`config.mk`:
```
export PLATFORM = sky130hd
export DESIGN_NAME = reversible_ring_history_buffer_top
export DESIGN_NICKNAME = d
export VERILOG_FILES = /design/src/rrhb_pkg.sv /design/src/rrhb_ram.sv /design/src/rrhb_ctrl.sv /design/src/rrhb_dp.sv /design/src/reversible_ring_history_buffer_top.sv
export SDC_FILE = /design/constraint.sdc
export NUM_CORES = 1
export LEC_CHECK = 0
export BUFFER_PORTS_ARGS = -buffer_cell sky130_fd_sc_hd__clkbuf_2
export CAP_MARGIN = 20
export CORE_ASPECT_RATIO = 0.9
export CORE_MARGIN = 5
export CORE_UTILIZATION = 37
export CTS_CLUSTER_DIAMETER = 40
export DETAILED_ROUTE_END_ITERATION = 8
export PLACE_DENSITY = 0.56
export SLEW_MARGIN = 15
export SYNTH_ARGS = -nofsm -noshare
export SYNTH_HDL_FRONTEND = slang
export SYNTH_SLANG_ARGS = --single-unit
```
`constraint.sdc`:
```
create_clock -name clk -period 14.9 [get_ports clk]
set_input_delay 2.98 -clock clk [delete_from_list [all_inputs] [get_ports clk]]
set_output_delay 2.98 -clock clk [all_outputs]
set_load 0.005 [all_outputs]
```
`src/rrhb_pkg.sv`:
```
// Shared types and codes for the reversible ring history buffer.
`default_nettype none

package rrhb_pkg;

  // Operation codes carried on the cmd field.
  typedef enum logic [1:0] {
    CMD_APPEND  = 2'd0,
    CMD_REMOVE  = 2'd1,
    CMD_READ    = 2'd2,
    CMD_REVERSE = 2'd3
  } cmd_e_t;

  // Result status codes.
  typedef enum logic [1:0] {
    ST_OK    = 2'd0,
    ST_FULL  = 2'd1,
    ST_EMPTY = 2'd2,
    ST_POS   = 2'd3
  } status_e_t;

  // Controller states.
  typedef enum logic [1:0] {
    S_IDLE = 2'd0,
    S_EXEC = 2'd1,
    S_WAIT = 2'd2,
    S_OUT  = 2'd3
  } state_t;

  localparam int HDG_W = 8;

  // Commands from the controller to the datapath.
  typedef struct packed {
    logic load;     // capture the incoming word
    logic exec;     // check, update pointers, access the ring
    logic capture;  // take the registered read data into the result
  } ctl_t;

  // Status from the datapath to the controller.
  typedef struct packed {
    logic needs_read;  // current operation returns a stored entry
  } dp_sts_t;

endpackage

`default_nettype wire

```
`src/rrhb_ram.sv`:
```
// Generic single-port RAM with a registered read.
`default_nettype none

module rrhb_ram #(
  parameter int WIDTH = 8,
  parameter int DEPTH = 64
) (
  input  wire logic                     clk,
  input  wire logic                     we,
  input  wire logic [$clog2(DEPTH)-1:0] addr,
  input  wire logic [WIDTH-1:0]         wdata,
  output logic      [WIDTH-1:0]         rdata
);

  logic [WIDTH-1:0] mem [DEPTH];

  always_ff @(posedge clk) begin
    if (we) begin
      mem[addr] <= wdata;
    end
    rdata <= mem[addr];
  end

endmodule

`default_nettype wire

```
`src/rrhb_ctrl.sv`:
```
// Controller state machine for the reversible ring history buffer.
`default_nettype none

module rrhb_ctrl (
  input  wire logic              clk,
  input  wire logic              rst,
  input  wire logic              cmd_valid,
  output logic                   cmd_stall,
  output logic                   rsp_valid,
  input  wire logic              rsp_stall,
  input  wire rrhb_pkg::dp_sts_t sts,
  output rrhb_pkg::ctl_t         ctl
);

  rrhb_pkg::state_t state, state_next;

  always_ff @(posedge clk) begin
    if (rst) begin
      state <= rrhb_pkg::S_IDLE;
    end else begin
      state <= state_next;
    end
  end

  always_comb begin
    state_next = state;
    unique case (state)
      rrhb_pkg::S_IDLE: begin
        if (cmd_valid) state_next = rrhb_pkg::S_EXEC;
      end
      rrhb_pkg::S_EXEC: begin
        state_next = sts.needs_read ? rrhb_pkg::S_WAIT : rrhb_pkg::S_OUT;
      end
      rrhb_pkg::S_WAIT: begin
        state_next = rrhb_pkg::S_OUT;
      end
      rrhb_pkg::S_OUT: begin
        if (!rsp_stall) state_next = rrhb_pkg::S_IDLE;
      end
      default: begin
        state_next = rrhb_pkg::S_IDLE;
      end
    endcase
  end

  always_comb begin
    cmd_stall   = 1'b1;
    rsp_valid   = 1'b0;
    ctl.load    = 1'b0;
    ctl.exec    = 1'b0;
    ctl.capture = 1'b0;
    unique case (state)
      rrhb_pkg::S_IDLE: begin
        cmd_stall = 1'b0;
        ctl.load  = cmd_valid;
      end
      rrhb_pkg::S_EXEC: begin
        ctl.exec = 1'b1;
      end
      rrhb_pkg::S_WAIT: begin
        ctl.capture = 1'b1;
      end
      rrhb_pkg::S_OUT: begin
        rsp_valid = 1'b1;
      end
      default: begin
        cmd_stall = 1'b1;
      end
    endcase
  end

endmodule

`default_nettype wire

```
`src/rrhb_dp.sv`:
```
// Datapath: pointers, count, ring storage and result registers.
`default_nettype none

module rrhb_dp #(
  parameter int DEPTH   = 64,
  parameter int ID_BITS = 16
) (
  input  wire logic                              clk,
  input  wire logic                              rst,
  input  wire rrhb_pkg::ctl_t                    ctl,
  output rrhb_pkg::dp_sts_t                      sts,
  input  wire logic [1:0]                        cmd,
  input  wire logic [ID_BITS-1:0]                track_id,
  input  wire logic signed [rrhb_pkg::HDG_W-1:0] heading,
  input  wire logic [$clog2(DEPTH)-1:0]          position,
  output logic [1:0]                             status,
  output logic [ID_BITS-1:0]                     track_id_out,
  output logic signed [rrhb_pkg::HDG_W-1:0]      heading_out,
  output logic [$clog2(DEPTH+1)-1:0]             count
);

  localparam int PTR_W = $clog2(DEPTH);
  localparam int CNT_W = $clog2(DEPTH + 1);
  localparam int HW    = rrhb_pkg::HDG_W;
  localparam int MEM_W = ID_BITS + HW;
  localparam logic [PTR_W:0]   DEPTH_X  = (PTR_W + 1)'(DEPTH);
  localparam logic [PTR_W-1:0] LAST_PTR = PTR_W'(DEPTH - 1);
  localparam logic [CNT_W-1:0] FULL_CNT = CNT_W'(DEPTH);
  localparam logic signed [HW-1:0] HDG_MIN = {1'b1, {(HW - 1){1'b0}}};

  // Latched operation.
  rrhb_pkg::cmd_e_t       cmd_q;
  logic [ID_BITS-1:0]     id_q;
  logic signed [HW-1:0]   hdg_q;
  logic [PTR_W-1:0]       pos_q;

  // Architectural state.
  logic [PTR_W-1:0] head;
  logic             step_neg;
  logic [CNT_W-1:0] fill;

  // Result registers.
  rrhb_pkg::status_e_t  status_q;
  logic [ID_BITS-1:0]   id_out_q;
  logic signed [HW-1:0] hdg_out_q;

  rrhb_pkg::status_e_t  status_c;
  logic [PTR_W-1:0]     ahead;
  logic [PTR_W-1:0]     back_b;
  logic [PTR_W-1:0]     back_addr;
  logic [PTR_W:0]       sum_x;
  logic [PTR_W:0]       wrap_x;
  logic signed [HW-1:0] hdg_sat;
  logic signed [HW-1:0] hdg_store;
  logic                 ram_we;
  logic [PTR_W-1:0]     ram_addr;
  logic [MEM_W-1:0]     ram_rdata;
  logic [ID_BITS-1:0]   rd_id;
  logic signed [HW-1:0] rd_hdg;

  always_ff @(posedge clk) begin
    if (ctl.load) begin
      cmd_q <= rrhb_pkg::cmd_e_t'(cmd);
      id_q  <= track_id;
      hdg_q <= heading;
      pos_q <= position;
    end
  end

  // Error check against the count held before the operation.
  always_comb begin
    status_c = rrhb_pkg::ST_OK;
    unique case (cmd_q)
      rrhb_pkg::CMD_APPEND: if (fill >= FULL_CNT) status_c = rrhb_pkg::ST_FULL;
      rrhb_pkg::CMD_REMOVE: if (fill == '0) status_c = rrhb_pkg::ST_EMPTY;
      rrhb_pkg::CMD_READ:   if (CNT_W'(pos_q) >= fill) status_c = rrhb_pkg::ST_POS;
      default:              status_c = rrhb_pkg::ST_OK;
    endcase
  end

  assign sts.needs_read = (status_c == rrhb_pkg::ST_OK) &&
                          ((cmd_q == rrhb_pkg::CMD_REMOVE) || (cmd_q == rrhb_pkg::CMD_READ));

  // Slot one step ahead of the head.
  always_comb begin
    if (step_neg) begin
      ahead = (head == '0) ? LAST_PTR : head - PTR_W'(1);
    end else begin
      ahead = (head == LAST_PTR) ? '0 : head + PTR_W'(1);
    end
  end

  // Slot a given distance behind the head; the distance is below DEPTH.
  always_comb begin
    back_b = (cmd_q == rrhb_pkg::CMD_READ) ? pos_q : PTR_W'(fill - CNT_W'(1));
    sum_x  = {1'b0, head} + {1'b0, back_b};
    wrap_x = {1'b0, head} + DEPTH_X - {1'b0, back_b};
    if (step_neg) begin
      back_addr = (sum_x >= DEPTH_X) ? PTR_W'(sum_x - DEPTH_X) : sum_x[PTR_W-1:0];
    end else begin
      back_addr = (head >= back_b) ? head - back_b : wrap_x[PTR_W-1:0];
    end
  end

  // The most negative heading is clipped so that negation stays in range.
  always_comb begin
    hdg_sat   = (hdg_q == HDG_MIN) ? HDG_MIN + HW'(1) : hdg_q;
    hdg_store = step_neg ? -hdg_sat : hdg_sat;
  end

  assign ram_we   = ctl.exec && (cmd_q == rrhb_pkg::CMD_APPEND) &&
                    (status_c == rrhb_pkg::ST_OK);
  assign ram_addr = (cmd_q == rrhb_pkg::CMD_APPEND) ? ahead : back_addr;

  rrhb_ram #(
    .WIDTH(MEM_W),
    .DEPTH(DEPTH)
  ) u_ram (
    .clk  (clk),
    .we   (ram_we),
    .addr (ram_addr),
    .wdata({id_q, hdg_store}),
    .rdata(ram_rdata)
  );

  assign rd_id  = ram_rdata[MEM_W-1:HW];
  assign rd_hdg = ram_rdata[HW-1:0];

  always_ff @(posedge clk) begin
    if (rst) begin
      head     <= '0;
      step_neg <= 1'b0;
      fill     <= '0;
    end else if (ctl.exec && (status_c == rrhb_pkg::ST_OK)) begin
      unique case (cmd_q)
        rrhb_pkg::CMD_APPEND: begin
          head <= ahead;
          fill <= fill + CNT_W'(1);
        end
        rrhb_pkg::CMD_REMOVE: begin
          fill <= fill - CNT_W'(1);
        end
        rrhb_pkg::CMD_READ: begin
          fill <= fill;
        end
        rrhb_pkg::CMD_REVERSE: begin
          head     <= (fill == '0) ? ahead : back_addr;
          step_neg <= ~step_neg;
        end
        default: begin
          fill <= fill;
        end
      endcase
    end
  end

  always_ff @(posedge clk) begin
    if (ctl.exec) begin
      status_q  <= status_c;
      id_out_q  <= '0;
      hdg_out_q <= '0;
    end else if (ctl.capture) begin
      id_out_q  <= rd_id;
      hdg_out_q <= step_neg ? -rd_hdg : rd_hdg;
    end
  end

  assign status       = status_q;
  assign track_id_out = id_out_q;
  assign heading_out  = hdg_out_q;
  assign count        = fill;

endmodule

`default_nettype wire

```
`src/reversible_ring_history_buffer_top.sv`:
```
// Top level of the reversible ring history buffer.
//
// The block keeps a ring of DEPTH entries, each a track identifier and a
// signed heading, and runs one operation per input word: append, remove the
// oldest entry, read the entry a given distance back from the newest, or
// reverse the order of the history.
// The command channel (cmd_valid, cmd_stall) takes a word whenever the block
// is idle; the response channel (rsp_valid, rsp_stall) returns exactly one
// word per command, carrying the status, the returned entry and the count.
// A command is executed in the cycle after it is accepted. Append, reverse
// and any error show their response in the cycle after that; remove and read
// first pass through a wait state for the registered read of the ring memory.
// No new command is accepted until the response to the last one has left,
// as the controller handles one command at a time over a single memory port.
// While the receiver stalls, the response word holds and no new command is
// taken. Reset empties the buffer at once, with the head at slot zero and
// the step positive; the ring memory itself is not cleared, since only
// entries inside the count are ever read.
`default_nettype none

module reversible_ring_history_buffer_top #(
  parameter int DEPTH   = 64,
  parameter int ID_BITS = 16
) (
  input  wire logic                              clk,
  input  wire logic                              rst,
  input  wire logic                              cmd_valid,
  output logic                                   cmd_stall,
  input  wire logic [1:0]                        cmd,
  input  wire logic [ID_BITS-1:0]                track_id,
  input  wire logic signed [rrhb_pkg::HDG_W-1:0] heading,
  input  wire logic [$clog2(DEPTH)-1:0]          position,
  output logic                                   rsp_valid,
  input  wire logic                              rsp_stall,
  output logic [1:0]                             status,
  output logic [ID_BITS-1:0]                     track_id_out,
  output logic signed [rrhb_pkg::HDG_W-1:0]      heading_out,
  output logic [$clog2(DEPTH+1)-1:0]             count
);

  // Control commands and datapath status between the two halves.
  rrhb_pkg::ctl_t    ctl;
  rrhb_pkg::dp_sts_t sts;

  // The controller sequences accept, execute, read wait and response.
  rrhb_ctrl u_ctrl (
    .clk      (clk),
    .rst      (rst),
    .cmd_valid(cmd_valid),
    .cmd_stall(cmd_stall),
    .rsp_valid(rsp_valid),
    .rsp_stall(rsp_stall),
    .sts      (sts),
    .ctl      (ctl)
  );

  // The datapath holds the pointers, count, ring memory and response word.
  rrhb_dp #(
    .DEPTH  (DEPTH),
    .ID_BITS(ID_BITS)
  ) u_dp (
    .clk         (clk),
    .rst         (rst),
    .ctl         (ctl),
    .sts         (sts),
    .cmd         (cmd),
    .track_id    (track_id),
    .heading     (heading),
    .position    (position),
    .status      (status),
    .track_id_out(track_id_out),
    .heading_out (heading_out),
    .count       (count)
  );

endmodule

`default_nettype wire
```
==> out/results.ini, run 1 <==
[placed_design]
detailedPlace.worstSlack_ps = 8630
gp_congestion = 0.818
hpwl_mm = 98.7
io_buffers = 70

[synth]
netlist-cell-type-count = 71
synth-edff-count = 1570
synthFlopType = edfxtp_1
synth.avg_cell_area_um2 = 17.5
syn_nets = 3751
netlist_area_um2 = 64500
ys_ff_latch = 1634
ys_seq_area_frac = 0.750
synthArstFlopShare = 0
synthCells = 3678
ys_warn_count = 0

[clocking]
numCtsBuffers = 209
hold_buffers = 0
cts_sinks = 1634
cts-root-buf = clkbuf_16
clock_path_buffers = 3
cts_resized = 0
cts_setup_buffers = 0
cts_tree = yes
htree_levels = 4
path_clk_slew_ps = 60
clock_latency_ps = 840

[setup_path]
path_class = flop to flop
end_kind = flop
arrival_ps = 6830
path_max_fanout = 53
cp.required_ps = 15390
cp-start-kind = flop

[global_routing]
grt_overflow_total = 0
grt_antenna_before_repair = 9
grt_max_degree = 118
grt_pass1_vias = 34600
track_usage = 0.191
grt_pass1_wl_mm = 254

[sta]
hold_viol_final = 0
slew_headroom = 0.196
rsz0062_at_grt = false
fin_crit_ps = 6330
finClkSkew_ps = 29.8
worstMarginPinSlew_ps = 1200
setup_viol_count_final = 0
tns_ps = 0
finalCritPeriodShare = 0.425
hold_ws_ps = 483
max_freq_mhz = 158
setup_slack_ps = 8570
slew_viol_final = 0

[die]
dieArea_um2 = 183000
rows = 145
coreArea_um2 = 173000
dieHeight_um = 406
io_pins = 71
die_w_um = 450
start_util = 0.372

[route]
postRouteAntennaNets = 0
finalWirelength_mm = 177
vias = 34900
drtIter0Drc = 3864
dr.pass1.iters = 5
post-route-drc-count = 0
viasPerCell = 5.51
wl_per_cell_um = 28.0

[finish]
layout-drive-gt1-share = 0.236
multiInputGateArea_um2 = 15200
seqCellArea_um2 = 48400
fin_nets = 3945
fill_cells = 15000
syn_to_final_growth_pct = 16.6

[min_path]
hp-class = flop to flop

[power_and_ir_drop]
power_leakage_uw = 0.0244
vdd_drop_max_mv = 0.231
p_per_area_nw_per_um2 = 248

[flow_run]
cap_viol_max_count = 0

[status]
run_status = completed

layout make-up:
| type | count | area share |
|---|---|---|
| Inverter | 31 | 0.00155 |
| Timing Repair Buffer | 202 | 0.0184 |
| Clock inverter | 159 | 0.0252 |
| Tap cell | 2278 | 0.0379 |
| Clock buffer | 239 | 0.0717 |
| Antenna cell | 2 | 0.0000665 |
| Multi-Input combinational cell | 1794 | 0.202 |
| Sequential cell | 1634 | 0.643 |
where the power goes:
part,total (µW),internal [µW],switching (µW)
Clock,5200,3140,2060
Sequential,5590,5490,103
Combinational,7890,2630,5270
Total,18700,11300,7430
Yosys cell counts (6+ instances only):
cell type,count,area (µm²)
xnor2_1,19,166
buf_4,31,233
nand4_1,29,181
a22oi_1,48,360
xor2_1,13,114
inv_1,29,109
buf_2,69,345
clkbuf_1,89,334
nand2_1,523,1960
o31ai_1,6,45.0
mux2i_1,101,1010
dfxtp_1,64,1280
a21o_1,7,52.6
mux2_2,26,293
buf_6,12,135
o21ai_1,23,115
edfxtp_1,1570,47100
nand3_1,256,1280
ha_1,35,438
nor3_1,9,45.0
o21ai_0,21,105
a21oi_1,132,661
nor2_1,115,432
o211ai_1,25,188
buf_1,17,63.8
nor2b_1,7,43.8
a2bb2oi_1,26,228
a211oi_1,12,90.1
mux4_2,284,6400
nor3b_1,6,45.0
layout by cell type, fill, tap and decap left out, types with 26 or more instances in the layout:
master,n
edfxtp_1,1570
nand2_1,523
mux4_2,284
nand3_1,256
clkbuf_16,211
a21oi_1,132
buf_4,128
mux2i_1,100
clkbuf_2,70
nor2_2,64
dfxtp_1,64
nor2_1,51
a22oi_1,47
clkinv_2,34
ha_1,33
nand4_1,29
inv_1,28
bufinv_16,28
clkbuf_1,27
a2bb2oi_1,26
inv_6,26
cell families (layout without fill, tap and decap cells):
group                    after synthesis  after routing  share of synthesized area
adder cells (fa/ha/maj)               37             37                    0.00741
AND/OR/NAND/NOR                      982            982                     0.0662
buffers and inverters                250            631                     0.0191
flip-flops                          1634           1634                      0.750
AO/OA/AOI/OAI                        332            332                     0.0333
XOR/XNOR                              32             32                    0.00434
multiplexers                         411            411                      0.119
other                                  0              2                          0
sequential cells by signal, summed over array words and instances (netlist names), 6 cells and up:
| register | flops |
|---|---|
| u_dp.count | 7 |
| u_dp.hdg_q | 8 |
| u_dp.head | 6 |
| u_dp.heading_out | 8 |
| u_dp.id_q | 16 |
| u_dp.pos_q | 6 |
| u_dp.track_id_out | 16 |
| u_dp.u_ram.mem | 1536 |
| u_dp.u_ram.rdata | 24 |
routing by layer:
metal / part of all wire / track usage
met5: 0.000096 / 0
met4: 0.029 / 0.0636
met3: 0.074 / 0.0381
met2: 0.46 / 0.296
met1: 0.43 / 0.273
metrics by stage:
step / std cells / utilization / total power (µW) / area (µm²)
after floorplan: 3678 / - / 10800 / 64500
after global placement: 5938 / 0.392 / 13600 / 68000
after detailed placement: 5939 / 0.392 / 13600 / 68000
after CTS: 6337 / 0.434 / 18800 / 75300
after global routing: 6337 / 0.434 / 19500 / 75300
final: 6339 / 0.434 / 18700 / 75300
path summary, 6_finish.rpt:
check / start / end / slack (ps) / cells after the start
worst min-delay path: u_dp.u_ram.rdata[12]$_DFF_P_ / u_dp.track_id_out[4]$_SDFFE_PN0N_ / 480 / 2
worst max register to register: u_dp.cmd_q[0]$_DFFE_PP_ / u_dp.u_ram.mem[1][6]$_DFFE_PP_ / 8570 / 14
worst min register to register: u_dp.u_ram.rdata[12]$_DFF_P_ / u_dp.track_id_out[4]$_SDFFE_PN0N_ / 480 / 2
worst max-delay path: u_dp.cmd_q[0]$_DFFE_PP_ / u_dp.u_ram.mem[1][6]$_DFFE_PP_ / 8570 / 14
worst max-delay path, stage by stage, from the launching register on:
cell	delay [ps]
edfxtp_1	420
inv_1	90
ha_1	340
o21ai_0	420
ha_1	270
inv_1	60
fa_1	410
mux2i_1	170
xor2_1	180
a22oi_2	160
buf_4	520
buf_4	760
nand3_1	900
nor2_2	850
buf_4	390
Note: power is estimated with default switching activity, not from simulation.
==> run 2, diff against run 1 <==
Clock period 14.9 ns to 5.95 ns, I/O delays scaled along.
==> run 2 against run 1 <==
Effect of this change: combinational power increased to 2.6 times the previous value; sequential power rose to 2.5 times the previous value; non-clock buffer count increased by 18; global-route usage fell by 0.26 points; final cell count is 0.14% lower; first-iteration DRC count decreased by 0.16%; sequential share of layout area grew 0.27 points; clock power grew 130%; register-to-register slack got worse by 7700 ps; maximum frequency up 24%; largest cell class unchanged.
==> out/results.ini, run 2 (synthesis gave the netlist of run 1 again) <==
[route]
vias = 34200  ; -2.0%
post-route-drc-count = 0  ; unchanged
dr.pass1.iters = 8  ; +3
wl_per_cell_um = 27.6  ; -1.5%
postRouteAntennaNets = 0  ; unchanged
viasPerCell = 5.41  ; -1.9%
drtIter0Drc = 3858  ; -0.16%
finalWirelength_mm = 174  ; -1.7%

[die]
dieArea_um2 = 183000  ; unchanged
io_pins = 71  ; unchanged
die_w_um = 450  ; unchanged
rows = 145  ; unchanged
dieHeight_um = 406  ; unchanged
coreArea_um2 = 173000  ; unchanged
start_util = 0.372  ; unchanged

[finish]
mostFrequentLayoutCells = edfxtp_1, nand2_1, mux4_2
syn_to_final_growth_pct = 16.1
fill_cells = 15100  ; +0.65%
layout-drive-gt1-share = 0.230  ; -0.00639
largest_register = u_dp.u_ram.mem
fin_nets = 3950  ; +0.13%
final_common_cell = edfxtp_1
multiInputGateArea_um2 = 15200  ; unchanged
reg_top3 = u_dp.u_ram.mem: 1536 flops, u_dp.u_ram.rdata: 24 flops
largest_reg_flops = 1536  ; unchanged
seqCellArea_um2 = 48400  ; unchanged

[sta]
fin_crit_ps = 5090  ; -1240 ps
setup_viol_count_final = 0  ; unchanged
max_freq_mhz = 196  ; +24%
hold_viol_final = 0  ; unchanged
rsz0062_at_grt = false
tns_ps = 0  ; unchanged
slew_viol_final = 0  ; unchanged
hold_ws_ps = 483  ; +0.271 ps
finalCritPeriodShare = 0.856  ; +0.431
slew_headroom = 0.250  ; +0.0548
worstMarginPinSlew_ps = 1120  ; -74.2 ps
finClkSkew_ps = 45.7  ; +15.9 ps

[setup_path]
path_class = flop to flop
path_max_fanout = 72  ; +36%
slowest_delay_ps = 940  ; +40 ps
end_kind = flop
cp.required_ps = 6400  ; -8990 ps
crit_chain = inv_1 > ha_1 > o21ai_0 > ha_1 > inv_1 > fa_1 > mux2i_1 > mux2_8 > nand2_1 > or4_1 > nor2_2 > buf_4
critical-path-slowest-cell = or4_1
arrival_ps = 5550  ; -1280 ps
cp-start-kind = flop

[global_routing]
grt_max_degree = 123  ; +4.2%
grt_pass1_wl_mm = 248  ; -2.1%
grt_pass1_vias = 34000  ; -1.7%
track_usage = 0.189  ; -0.00263
grt_antenna_before_repair = 3  ; -6
grt_overflow_total = 0  ; unchanged

[clocking]
cts_tree = yes
clock_latency_ps = 820  ; -20 ps
cts_setup_buffers = 0  ; unchanged
htree_levels = 4  ; unchanged
cts_sinks = 1634  ; unchanged
clock_path_buffers = 3  ; unchanged
cts_resized = 0  ; unchanged
hold_buffers = 0  ; unchanged
cts-root-buf = clkbuf_16
path_clk_slew_ps = 60  ; about the same
numCtsBuffers = 196  ; -6.2%

[flow_run]
cap_viol_max_count = 0  ; unchanged

[power_and_ir_drop]
vdd_drop_max_mv = 0.766  ; +230%
power.switching_uw = 18900  ; +150%
pwr-share-comb = 0.439  ; +0.016
internal_power_uw = 27800  ; +150%
swShare = 0.404  ; +0.00667
p_per_area_nw_per_um2 = 623  ; +150%
power_leakage_uw = 0.0243  ; -0.63%
power.share.clock = 0.260  ; -0.018
seq_power_share = 0.301  ; +0.002

[status]
run_status = completed

[placed_design]
hpwl_mm = 97.2  ; -1.4%
gp_congestion = 0.847  ; +3.5%
io_buffers = 70  ; unchanged

[min_path]
hp-class = flop to flop

[run 2: final cells by class]
type / instances / area share
flip-flops and latches: 1634 / 0.646
multi-input cells: 1794 / 0.203
clock buffers: 227 / 0.0678
well taps: 2278 / 0.0380
repair buffers: 220 / 0.0225
clock inverters: 144 / 0.0213
inverters: 31 / 0.00155
diodes: 2 / 0.0000668
[run 2: power by group through the flow]
| stage | Sequential, µW | Combinational [µW] | Clock [µW] |
|---|---|---|---|
| 4_1_cts | 14100 | 20500 | 12300 |
| 2_1_floorplan | 14300 | 12600 | 0 |
| 5_1_grt | 14100 | 21800 | 12900 |
| 3_5_place_dp | 14300 | 20500 | 0 |
| 3_3_place_gp | 14300 | 20400 | 0 |
| 6_report | 14000 | 20500 | 12100 |
[run 2: critical path, delay by kind of cell, from the launching register on]
family / cells / cell delay, ps
compound gates: 1 / 410
fa+ha+maj: 3 / 1050
buf+inv: 3 / 540
flops: 1 / 400
mux: 2 / 930
simple gates: 3 / 1350
[run 2: per-layer routing]
| metal | up-vias | track usage | wire (µm) |
|---|---|---|---|
| li1 | 14900 | - | - |
| met1 | 17700 | 0.264 | 74600 |
| met2 | 1335 | 0.282 | 78100 |
| met3 | 262 | 0.0546 | 15500 |
| met4 | 2 | 0.0692 | 6260 |
| met5 | - | 0 | 13 |
[run 2: per-stage QoR]
step                      setup WS, ps  area, µm²  utilization  total power [µW]  cells
after floorplan                   1110      64500            -             27000   3678
after global placement             933      68300        0.394             34600   5956
after detailed placement           843      68300        0.394             34700   5956
after CTS                          846      74900        0.432             46900   6327
after global routing               587      75000        0.432             48800   6329
final                              856      75000        0.432             46700   6330
[run 2: path summary, 6_finish.rpt]
path,from,endpoint,slack [ps],depth (start not counted)
worst max-delay path,u_dp.cmd_q[0]$_DFFE_PP_,u_dp.u_ram.mem[12][21]$_DFFE_PP_,860,12
worst min register to register,u_dp.u_ram.rdata[12]$_DFF_P_,u_dp.track_id_out[4]$_SDFFE_PN0N_,480,2
worst min-delay path,u_dp.u_ram.rdata[12]$_DFF_P_,u_dp.track_id_out[4]$_SDFFE_PN0N_,480,2
worst max register to register,u_dp.cmd_q[0]$_DFFE_PP_,u_dp.u_ram.mem[12][21]$_DFFE_PP_,860,12
